==> config.mk <==
export PLATFORM = sky130hd
export DESIGN_NAME = mep_ctrl
export DESIGN_NICKNAME = d
export VERILOG_FILES = /design/src/hdl/mep_pkg.sv /design/src/hdl/mep_ctrl.sv
export SDC_FILE = /design/constraint.sdc
export NUM_CORES = 1
export LEC_CHECK = 0
export BUFFER_PORTS_ARGS = -buffer_cell sky130_fd_sc_hd__buf_2
export CAP_MARGIN = 20
export CORE_AREA = 3 3 40 42
export DETAILED_ROUTE_END_ITERATION = 8
export DIE_AREA = 0 0 43 45
export PLACE_DENSITY_LB_ADDON = 0.05
export RECOVER_POWER = 50
export SLEW_MARGIN = 10
export SYNTH_ARGS = -nofsm -noshare
export SYNTH_HDL_FRONTEND = slang
export SYNTH_SLANG_ARGS = --single-unit
==> constraint.sdc <==
create_clock -name clock -period 1.3 [get_ports clock]
set_input_delay 0.195 -clock clock [delete_from_list [all_inputs] [get_ports clock]]
set_output_delay 0.195 -clock clock [all_outputs]
set_load 0.02 [all_outputs]
==> src/hdl/mep_pkg.sv <==
// Shared types, constants and the color palette for the escape-time pixel block.
`timescale 1ns / 1ps

package mep_pkg;

   localparam int FRAC_BITS  = 28;
   localparam int FX_W       = 32;
   localparam int SAT_W      = 48;
   localparam int MAX_STEPS  = 512;
   localparam int STEP_W     = 10;
   localparam int IDX_W      = 9;
   localparam int PIX_W      = 12;
   localparam int CFG_W      = 13;
   localparam int DIV_W      = PIX_W + FRAC_BITS;
   localparam int DIV_CNT_W  = 6;
   localparam int PROD_W     = 2 * FX_W;
   localparam int NUM_POINTS = 7;

   localparam logic [0:0] REG_FRAME_WIDTH  = 1'b0;
   localparam logic [0:0] REG_FRAME_HEIGHT = 1'b1;

   localparam logic signed [SAT_W-1:0] FX_MAX = (48'sd1 <<< (FX_W - 1)) - 48'sd1;
   localparam logic signed [SAT_W-1:0] FX_MIN = -(48'sd1 <<< (FX_W - 1));
   localparam logic signed [SAT_W-1:0] OFFSET_RE = 48'sd3 <<< (FRAC_BITS - 1);
   localparam logic signed [SAT_W-1:0] OFFSET_IM = 48'sd1 <<< (FRAC_BITS - 1);

   typedef enum logic [2:0] {
      ST_IDLE,
      ST_DIV_RE,
      ST_SAVE_RE,
      ST_DIV_IM,
      ST_SAVE_IM,
      ST_MUL,
      ST_ADD,
      ST_RESP
   } ctrl_state_type;

   typedef struct packed {
      logic load_re;
      logic div_step;
      logic save_re;
      logic save_im;
      logic mul;
      logic add;
   } dp_cmd_type;

   typedef struct packed {
      logic div_last;
      logic iter_done;
   } dp_status_type;

   function automatic logic signed [FX_W-1:0] fx_sat(input logic signed [SAT_W-1:0] v);
      logic signed [FX_W-1:0] r;
      if (v > FX_MAX) begin
         r = FX_MAX[FX_W-1:0];
      end else if (v < FX_MIN) begin
         r = FX_MIN[FX_W-1:0];
      end else begin
         r = v[FX_W-1:0];
      end
      return r;
   endfunction

   // {red, green, blue} of each anchor color
   function automatic logic [23:0] point_rgb(input logic [2:0] p);
      logic [23:0] c;
      case (p)
         3'd1:    c = 24'h0000FF;
         3'd2:    c = 24'h00FFFF;
         3'd3:    c = 24'h00FF00;
         3'd4:    c = 24'hFFFF00;
         3'd5:    c = 24'hFF0000;
         default: c = 24'h000000;
      endcase
      return c;
   endfunction

   // Blend linearly between anchors, truncating.
   function automatic logic [23:0] palette_rgb(input logic [IDX_W-1:0] idx);
      logic [11:0] scaled;
      logic [2:0]  base;
      logic [2:0]  nxt;
      logic [8:0]  frac;
      logic [9:0]  wa;
      logic [23:0] a;
      logic [23:0] b;
      logic [18:0] acc;
      logic [23:0] rgb;
      scaled = {3'b000, idx} * 12'(NUM_POINTS);
      base   = scaled[11:9];
      frac   = scaled[8:0];
      nxt    = (base == 3'(NUM_POINTS - 1)) ? base : base + 3'd1;
      a      = point_rgb(base);
      b      = point_rgb(nxt);
      wa     = 10'(MAX_STEPS) - {1'b0, frac};
      rgb    = '0;
      for (int ch = 0; ch < 3; ch++) begin
         acc = 19'(a[ch*8 +: 8]) * 19'(wa) + 19'(b[ch*8 +: 8]) * 19'(frac);
         rgb[ch*8 +: 8] = acc[16:9];
      end
      return rgb;
   endfunction

endpackage

==> src/hdl/mep_ctrl.sv <==
// Sequencer for coordinate division, orbit iteration and result strobe.
`timescale 1ns / 1ps

module mep_ctrl (
   input  logic                   clock,
   input  logic                   reset,
   input  logic                   start,
   output logic                   busy,
   output logic                   rsp_valid,
   output mep_pkg::dp_cmd_type    cmd,
   input  mep_pkg::dp_status_type status
);
   import mep_pkg::*;

   ctrl_state_type state_ff, state_in;

   always_ff @(posedge clock) begin
      if (reset) begin
         state_ff <= ST_IDLE;
      end else begin
         state_ff <= state_in;
      end
   end

   always_comb begin
      state_in = state_ff;
      case (state_ff)
         ST_IDLE:    if (start) state_in = ST_DIV_RE;
         ST_DIV_RE:  if (status.div_last) state_in = ST_SAVE_RE;
         ST_SAVE_RE: state_in = ST_DIV_IM;
         ST_DIV_IM:  if (status.div_last) state_in = ST_SAVE_IM;
         ST_SAVE_IM: state_in = ST_MUL;
         ST_MUL:     state_in = ST_ADD;
         ST_ADD:     state_in = status.iter_done ? ST_RESP : ST_MUL;
         ST_RESP:    state_in = ST_IDLE;
         default:    state_in = ST_IDLE;
      endcase
   end

   always_comb begin
      cmd       = '0;
      busy      = 1'b1;
      rsp_valid = 1'b0;
      case (state_ff)
         ST_IDLE: begin
            busy        = 1'b0;
            cmd.load_re = start;
         end
         ST_DIV_RE:  cmd.div_step = 1'b1;
         ST_SAVE_RE: cmd.save_re  = 1'b1;
         ST_DIV_IM:  cmd.div_step = 1'b1;
         ST_SAVE_IM: cmd.save_im  = 1'b1;
         ST_MUL:     cmd.mul      = 1'b1;
         ST_ADD:     cmd.add      = 1'b1;
         ST_RESP:    rsp_valid    = 1'b1;
         default:    busy         = 1'b1;
      endcase
   end

endmodule

==> metrics, run 1 <==
post-route setup TNS=-29.7 ps; vias per inst=4.24; Lkg Pwr=0.174 nW; met2 GRT Util=11.7%; M3 GR Usage=0.398%; worst vdd ir=201 uV; DP HPWL=464 um; PortBufs=12; met1 Resource Use GR=10.3%; CP Launch Type=flip-flop; clk root buf=clkbuf_4; vias post-DR=263; Wirelength per Cell=10.3 um; std cell rows=13; post-synthesis sequential area ratio=24.6%; crit-path max FO=8; total die area=1940 um2; dpl ws=155 ps; GRT Residual Overflow=0; maxcap violations=0; initial antenna violation count=0; outcome=finished with violations; synth unique cells=20; Mean Syn Cell Area=8.13 um2; pwr dens=1070 nW/um2; commonest non-fill, non-tap cell in the layout=buf_2; final hold viol count=0; CTS H-tree lvls=1; Horiz. Die Dim=43 um; Total GRT Usage=7.90%; Clock Skew=2.41 ps; Mapped Nets=35; GPL Wtd Cong=0.639; Reg clk slew, reported paths=40 ps; Synth Cell Area=244 um2; Final Setup Violations=1; proportion of layout cells with a drive suffix above 1=57.4%; placement-stage cell area=319 um2; CTS tree=yes; max-slew violations=0; commonest cells after routing, fill and taps aside=buf_2, nand2_1, clkbuf_4, buf_4; die height=45 um; clock buffer depth=2; WP data arrival=1130 ps; Most Used Layer, Global Route=met2; min Tclk post-route=1330 ps; critical path class=reg -> out; Max-Slew Margin vs Limit=82.7%; number of flip-flops in the largest register=3; first drt pass iteration count=4; failing checks=setup timing; total power=391 uW; Critical Path RT=1110 ps; CTS Hold Buffers Added=0; Slew @ Worst Pin=259 ps; CP Capture Type=output pin; I/O pin count=13; ANT cells=0; Core Box Area=1280 um2; P&R area growth vs syn=49.7%; residual DRC count=0; Biggest register=state_ff; Initial Util=19.0%; Largest regs=state_ff: 3 flops; fin crit share=102%; Worst R2R Setup Slack=210 ps; Post-Synthesis Cells=30; TritonCTS Buffers=3; maximum number of pins on one net before global-route repair=12; Syn. warnings=0; clock sink count=3; worst skew pair latency=230 ps; RSZ-0062 raised after global routing=yes; PnR worst setup slack=-29.7 ps; Hold Crit Class=in -> reg; Final nets=53; number of global-route vias before repair=258; drt total wl=638 um; Fillers=153; fmax=752 MHz; first-pass GRT wire length=1.15 mm; FF+latch count, synth=3; fin area=365 um2; initial DRC count=1; Final ANT Viol Nets=0
==> final timing paths <==
kind,startpoint,to,depth (start not counted)
setup / recovery,state_ff[0],cmd[5],3
hold reg to reg,state_ff[0],state_ff[0],2
setup reg to reg,state_ff[2],state_ff[1],4
hold / removal,reset,state_ff[2],2
==> final cells by class <==
| type | count | area, um2 | share of cell area (%) |
|---|---|---|---|
| Multi-Input combinational cell | 22 | 148 | 40.4 |
| Timing Repair Buffer | 16 | 98.8 | 27.1 |
| Sequential cell | 3 | 66.3 | 18.2 |
| Clock buffer | 4 | 26.3 | 7.19 |
| Tap cell | 15 | 18.8 | 5.14 |
| Inverter | 2 | 7.51 | 2.05 |
==> stage by stage <==
step,instances,hold slack [ps],util (%)
2_1_floorplan,30,264,-
3_3_place_gp,57,438,24.8
3_5_place_dp,57,437,24.8
4_1_cts,61,190,27.5
5_1_grt,62,201,28.4
6_report,62,188,28.4
==> critical path: stages, from the launching register on <==
cell	delay (ps)
dfxtp_4	360
or3_4	350
nor2_4	90
buf_6	110
==> power by group <==
part           internal, mW  switching, mW  total [mW]
Combinational        0.0545         0.0653       0.120
Sequential            0.102        0.00916       0.111
Clock                 0.115         0.0458       0.161
Total                 0.271          0.120       0.391
==> synthesized netlist by cell type, drive strengths merged <==
master  n  share of area [%]
dfxtp   3                 25
buf     3                 11
nor3    1                2.0
nand3b  1                3.1
o31ai   1                3.1
nor2    3                5.6
and2b   1                3.6
nand4b  1                3.6
nand2   5                7.7
o21ai   1                3.6
inv     2                3.1
a21boi  1                4.6
o32ai   1                6.7
nor3b   2                6.2
and3    2                5.1
or3     1                4.6
a21oi   1                2.0
==> per-layer routing <==
metal,part of all wire (%),vias to the layer above
met5,0,-
met4,0,0
met3,3.4,0
met2,53,6
met1,44,120
li1,-,137
==> cell families (layout without fill, tap and decap cells) <==
logic type | count (synthesis) | in the layout | synth area share, %
AND/OR/NAND/NOR | 17 | 17 | 41.5
buffers and inverters | 5 | 22 | 13.8
AO/OA/AOI/OAI | 5 | 5 | 20.0
flip-flops | 3 | 3 | 24.6
==> what timing repair did <==
action                                  4_1_cts  5_1_grt
cloned                                        0        0
setup buffers                                 0        1
gates resized for setup                       3        6
endpoints found under the setup margin        3        6
No activity file was read; power rests on OpenSTA's default activity.
==> run 2: changes to the inputs <==
Settings changed: ABC_AREA from default to 1, CORE_AREA 3 3 40 42 to 2 2 39 41, CTS_CLUSTER_SIZE from default to 12, DIE_AREA 0 0 43 45 to 0 0 41 43.
==> run 2 against run 1 <==
  * The run now ends clean
  * Combinational power rose by 40%
  * Register-to-register slack better by 160 ps
  * Clock power about the same
  * Core utilization down 5.4 points
  * Worst hold slack got worse by 50 ps
  * Area after synthesis fell by 16%
  * Via count is 1.5% lower
  * First-iteration DRC count unchanged
  * Critical path depth is the same
  * Sequential share of layout area increased by 1.8 points
  * Critical endpoint is now cmd[2]
==> metrics, run 2 <==
outcome=complete, no violations; dominant cell type by area after synthesis=dfxtp_1; initial DRC count=1 (unchanged); proportion of layout cells with a drive suffix above 1=46.2% (-11 points); pwr dens=1450 nW/um2 (+36%); worst setup path start=state_ff[2]; met2 GRT Util=11.3% (-0.43 points); CP Launch Type=flip-flop; Lkg Pwr=0.178 nW (+2.6%); Synth Cell Area=204 um2 (-16%); CP Capture Type=output pin; Worst R2R Setup Slack=370 ps (+160 ps); vias post-DR=259 (-1.5%); Most Used Layer, Global Route=met2; worst vdd ir=441 uV (+120%); Mean Syn Cell Area=5.67 um2 (-30%); Mapped Nets=41 (+17%); maximum number of pins on one net before global-route repair=9 (-3); Max-Slew Margin vs Limit=87.4% (+4.7 points); clock buffer depth=2 (unchanged); clk root buf=clkbuf_4; fin crit share=93.6% (-8.7 points); Total GRT Usage=8.41% (+0.51 points); PortBufs=12 (unchanged); count leader, synth=nor2_1; die height=43 um (-4.4%); Clock Skew=3.52 ps (+1.11 ps); Final nets=58 (+9.4%); number of flip-flops in the largest register=3 (unchanged); largest cells by area after synthesis=dfxtp_1, nor2_1, nand2_1; post-synthesis sequential area ratio=29.4% (+4.8 points); vias per inst=3.81 (-10%); Hold Crit Class=in -> reg; first drt pass iteration count=2 (-2); Reg clk slew, reported paths=40 ps (about the same); met1 Resource Use GR=8.60% (-1.7 points); Final Setup Violations=0 (-1); Critical R2R Capture=state_ff[1]; worst reg2reg path depth=7 (+3); final std cells w/o fill=68 (+9.7%); Horiz. Die Dim=41 um (-4.7%); I/O pin count=13 (unchanged); Post-synth EDFFs=0 (unchanged); final hold viol count=0 (unchanged); top cells by count, synth=nor2_1, nand2_1, inv_1; initial antenna violation count=0 (unchanged); cell count after placement=64 (+12%); Biggest register=state_ff; Post-Synthesis Cells=36 (+20%); Initial Util=14.7% (-4.2 points); fmax=822 MHz (+9.3%); WP data arrival=1020 ps (-110 ps); FF+latch count, synth=3 (unchanged); RSZ-0062 raised after global routing=no; Slew @ Worst Pin=187 ps (-71.6 ps); critical path class=reg -> out; min Tclk post-route=1220 ps (-113 ps); drt total wl=617 um (-3.3%); Largest regs=state_ff: 3 flops; M3 GR Usage=3.14% (+2.7 points); CTS H-tree lvls=1 (unchanged); CTS tree=yes; Main synth FF type=dfxtp_1; Core Box Area=1380 um2 (+7.7%); number of global-route vias before repair=241 (-6.6%); GPL Wtd Cong=0.658 (+2.9%); GRT Residual Overflow=0 (unchanged); worst skew pair latency=230 ps (about the same); TritonCTS Buffers=3 (unchanged); Critical Path RT=1110 ps (about the same); Wirelength per Cell=9.07 um (-12%); P&R area growth vs syn=56.4%; std cell rows=14 (+1); Synth async-reset ratio=0% (unchanged); commonest cells after routing, fill and taps aside=nor2_1, buf_2, nand2_1, inv_1; CTS Hold Buffers Added=0 (unchanged); post-route setup TNS=0 ps (+29.7 ps); synth unique cells=11 (-45%); total die area=1760 um2 (-8.9%); crit path to=cmd[2]; clock sink count=3 (unchanged); Syn. warnings=0 (unchanged); post-CTS setup buffer count=0 (unchanged); RR Startpoint=state_ff[0]; first-pass GRT wire length=924 um (-19%); ANT cells=0 (unchanged); Synth top area share=29.4% (+4.8 points); DP HPWL=529 um (+14%); maxcap violations=0 (unchanged); max-slew violations=0 (unchanged); residual DRC count=0 (unchanged); crit-path max FO=8 (unchanged); Final ANT Viol Nets=0 (unchanged)
-- run 2: final cells by class --
cell class | count | area [um2]
inverters | 6 | 22.5
flip-flops and latches | 3 | 63.8
clock buffers | 4 | 26.3
repair buffers | 12 | 62.6
multi-input cells | 27 | 124
fillers | 177 | 1060
well taps | 16 | 20.0
-- run 2: repair_timing --
item	4_1_cts	5_1_grt
pin swaps	0	1
gates resized for setup	1	4
setup endpoints to repair	1	3
hold endpoints to repair	0	0
-- run 2: cells by family (layout without fill, tap and decap cells) --
| family | after synthesis | after routing | share of synthesized area [%] |
|---|---|---|---|
| AOI/OAI and AO/OA | 3 | 3 | 7.36 |
| buffers and inverters | 6 | 22 | 11.0 |
| DFF | 3 | 3 | 29.4 |
| and+or+nand+nor | 24 | 24 | 52.1 |
-- run 2: per-stage QoR --
stage / setup slack (ps) / hold slack (ps) / cell area (um2) / utilization, % / total power [mW]
2_1_floorplan: 148 / 273 / 204 / - / 0.242
3_3_place_gp: 246 / 383 / 284 / 20.5 / 0.296
3_5_place_dp: 243 / 391 / 284 / 20.5 / 0.294
4_1_cts: 38.6 / 131 / 312 / 22.5 / 0.469
5_1_grt: 7.09 / 141 / 319 / 23.1 / 0.509
6_report: 83.6 / 138 / 319 / 23.1 / 0.463
-- run 2: worst min path at each step --
stage / depth (start not counted) / endpoint / from / slack, ps
floorplan: 1 / state_ff[2] / reset / 270
global placement: 2 / state_ff[2] / reset / 380
detailed placement: 2 / state_ff[2] / reset / 390
CTS: 2 / state_ff[2] / reset / 130
global route: 2 / state_ff[2] / reset / 140
finish: 2 / state_ff[2] / reset / 140
-- run 2: metal layers --
| layer | part of all wire, % | wire length, um | up-vias |
|---|---|---|---|
| met5 | 0 | 0 | - |
| met4 | 1.3 | 8 | 0 |
| met3 | 7.3 | 45 | 2 |
| met2 | 47 | 288 | 9 |
| met1 | 45 | 275 | 105 |
| li1 | - | - | 143 |
-- run 2: power by group --
group          internal [mW]  switching, mW
logic                 0.0592          0.109
clock network          0.115         0.0475
registers              0.109         0.0234
-- run 2: worst max-delay path, cell delays in order (launching register included) --
cell     delay (ps)
dfxtp_2         380
inv_2            90
nor3_1          130
buf_2           190
==> run 3: changes to the inputs <==
Settings changed: PLACE_DENSITY from default to 0.45, PLACE_DENSITY_LB_ADDON 0.05 to default.
==> run 3 against run 2 <==
  * Combinational power decreased by 5%
  * Non-clock buffer count unchanged
  * Sequential power shrank 4%
  * Total power fell by 3.3%
  * Register-to-register slack got worse by 40 ps
  * Die area unchanged
  * Critical path depth is 1 higher
  * Critical path type unchanged
  * Via count shrank 1.9%
  * Clock skew fell by 1.5 ps
  * Highest routed layer is now met3
  * Sequential share of layout area up 0.16 points
  * Clock power is essentially flat
==> metrics, run 3 (synthesized netlist as in run 2, its figures left out) <==
outcome=complete, no violations; RSZ-0062 raised after global routing=no; Critical Path RT=1110 ps (about the same); Initial Util=14.7% (unchanged); Flop pwr share=28.7% (about the same); CTS Hold Buffers Added=0 (unchanged); WP data arrival=1030 ps (about the same); Worst R2R Setup Slack=330 ps (-40 ps); vias per inst=3.74 (-1.9%); ANT cells=0 (unchanged); dpl ws=257 ps (+13.8 ps); Switching Share=38.3% (-0.51 points); DP HPWL=428 um (-19%); total power=448 uW (-3.3%); commonest non-fill, non-tap cell in the layout=buf_2; GRT Residual Overflow=0 (unchanged); Biggest register=state_ff; proportion of layout cells with a drive suffix above 1=40.4% (-5.8 points); hold endpoint=state_ff[2]; Horiz. Die Dim=41 um (unchanged); Hold Slack=136 ps (-2.08 ps); residual DRC count=0 (unchanged); fmax=813 MHz (-1.1%); Clock power frac=35.9% (+0.8 points); Hold Path Cell Cnt=2 (unchanged); Final ANT Viol Nets=0 (unchanged); TritonCTS Buffers=3 (unchanged); maximum number of pins on one net before global-route repair=9 (unchanged); clock sink count=3 (unchanged); CP Launch Type=flip-flop; worst skew pair latency=230 ps (about the same); Internal Power=276 uW (-2.5%); fin crit share=94.6% (+1.0 points); Final Setup Violations=0 (unchanged); RR Startpoint=state_ff[0]; GPL Wtd Cong=0.684 (+4.1%); pwr dens=1440 nW/um2 (-0.60%); die height=43 um (unchanged); worst vdd ir=450 uV (+2.1%); PortBufs=12 (unchanged); CP Capture Type=output pin; Wirelength per Cell=7.43 um (-18%); Comb pwr share=35.5% (-0.8 points); commonest cells after routing, fill and taps aside=buf_2, nor2_1, nand2_1, inv_1, clkbuf_4; max-slew violations=0 (unchanged); Max-Slew Margin vs Limit=87.7% (+0.36 points); initial antenna violation count=0 (unchanged); first drt pass iteration count=1 (-1); Multi-input gate area=119 um2 (-4.0%); first-pass GRT wire length=855 um (-7.5%); fin area=310 um2 (-2.7%); drt total wl=505 um (-18%); total die area=1760 um2 (unchanged); Net Sw Power=171 uW (-4.6%); Lkg Pwr=0.177 nW (-0.58%); Slew @ Worst Pin=184 ps (-3.74 ps); number of flip-flops in the largest register=3 (unchanged); placement-stage cell area=284 um2 (unchanged); post-route setup TNS=0 ps (unchanged); register area=62.6 um2 (-2.0%); Fillers=177 (unchanged); critical path class=reg -> out; Critical R2R Capture=state_ff[1]; Core Box Area=1380 um2 (unchanged); std cell rows=14 (unchanged); final std cells w/o fill=68 (unchanged); CTS H-tree lvls=1 (unchanged); initial DRC count=0 (-1); vias post-DR=254 (-1.9%); clk root buf=clkbuf_4; final hold viol count=0 (unchanged); number of global-route vias before repair=244 (+1.2%); Final Util=22.4% (-0.63 points); P&R area growth vs syn=52.1%; min Tclk post-route=1230 ps (+13.4 ps); Reg clk slew, reported paths=40 ps (about the same); Clock Skew=2.00 ps (-1.52 ps); clock buffer depth=2 (unchanged); worst reg2reg path depth=6 (-1); post-CTS setup buffer count=0 (unchanged); Total GRT Usage=7.12% (-1.3 points); PnR worst setup slack=70.2 ps (-13.4 ps); Final nets=58 (unchanged); met1 Resource Use GR=7.05% (-1.5 points); Hold Crit Class=in -> reg; CTS tree=yes; met2 GRT Util=11.3% (unchanged); Most Used Layer, Global Route=met2; Largest regs=state_ff: 3 flops; crit-path max FO=7 (-1); post_cts resized=0 (-1); cell count after placement=64 (unchanged); M3 GR Usage=2.09% (-1.0 points); I/O pin count=13 (unchanged); hold_sp=reset; maxcap violations=0 (unchanged)
[run 3: cell count changes in the layout (fill, tap and decap cells not counted), sizes merged]
cell and delta:
buf +1, clkbuf -1
[run 3: layout make-up]
cell class | count | area share, %
Sequential cell | 3 | 20.2
Clock buffer | 4 | 8.47
Multi-Input combinational cell | 27 | 38.3
Inverter | 6 | 7.26
Timing Repair Buffer | 12 | 19.4
Tap cell | 16 | 6.45
[run 3: worst max path at each step]
stage                            from  endpoint  slack (ps)  cells past startpoint
after floorplan           state_ff[0]    cmd[5]         150                      3
after global placement    state_ff[2]    cmd[2]         200                      3
after CTS                 state_ff[2]    cmd[2]         0.1                      3
after detailed placement  state_ff[2]    cmd[2]         260                      3
final                     state_ff[0]    cmd[5]          70                      4
after global routing      state_ff[0]    cmd[5]           8                      4
[run 3: power by group through the flow]
stage | combinational, mW | clock (mW) | sequential [mW]
finish | 0.159 | 0.161 | 0.128
global route | 0.178 | 0.172 | 0.131
CTS | 0.164 | 0.172 | 0.127
detailed placement | 0.163 | 0 | 0.128
global placement | 0.165 | 0 | 0.128
floorplan | 0.118 | 0 | 0.124
[run 3: metal layers]
| metal | vias up | share of wire (%) |
|---|---|---|
| li1 | 141 | - |
| met1 | 109 | 41 |
| met2 | 4 | 53 |
| met3 | 0 | 5.1 |
| met4 | 0 | 0 |
| met5 | - | 0 |
[run 3: worst max-delay path: stages, from the launching register on]
cell	delay, ps
dfxtp_2	340
nor2_1	140
nand2_1	80
nor2_1	80
buf_2	160
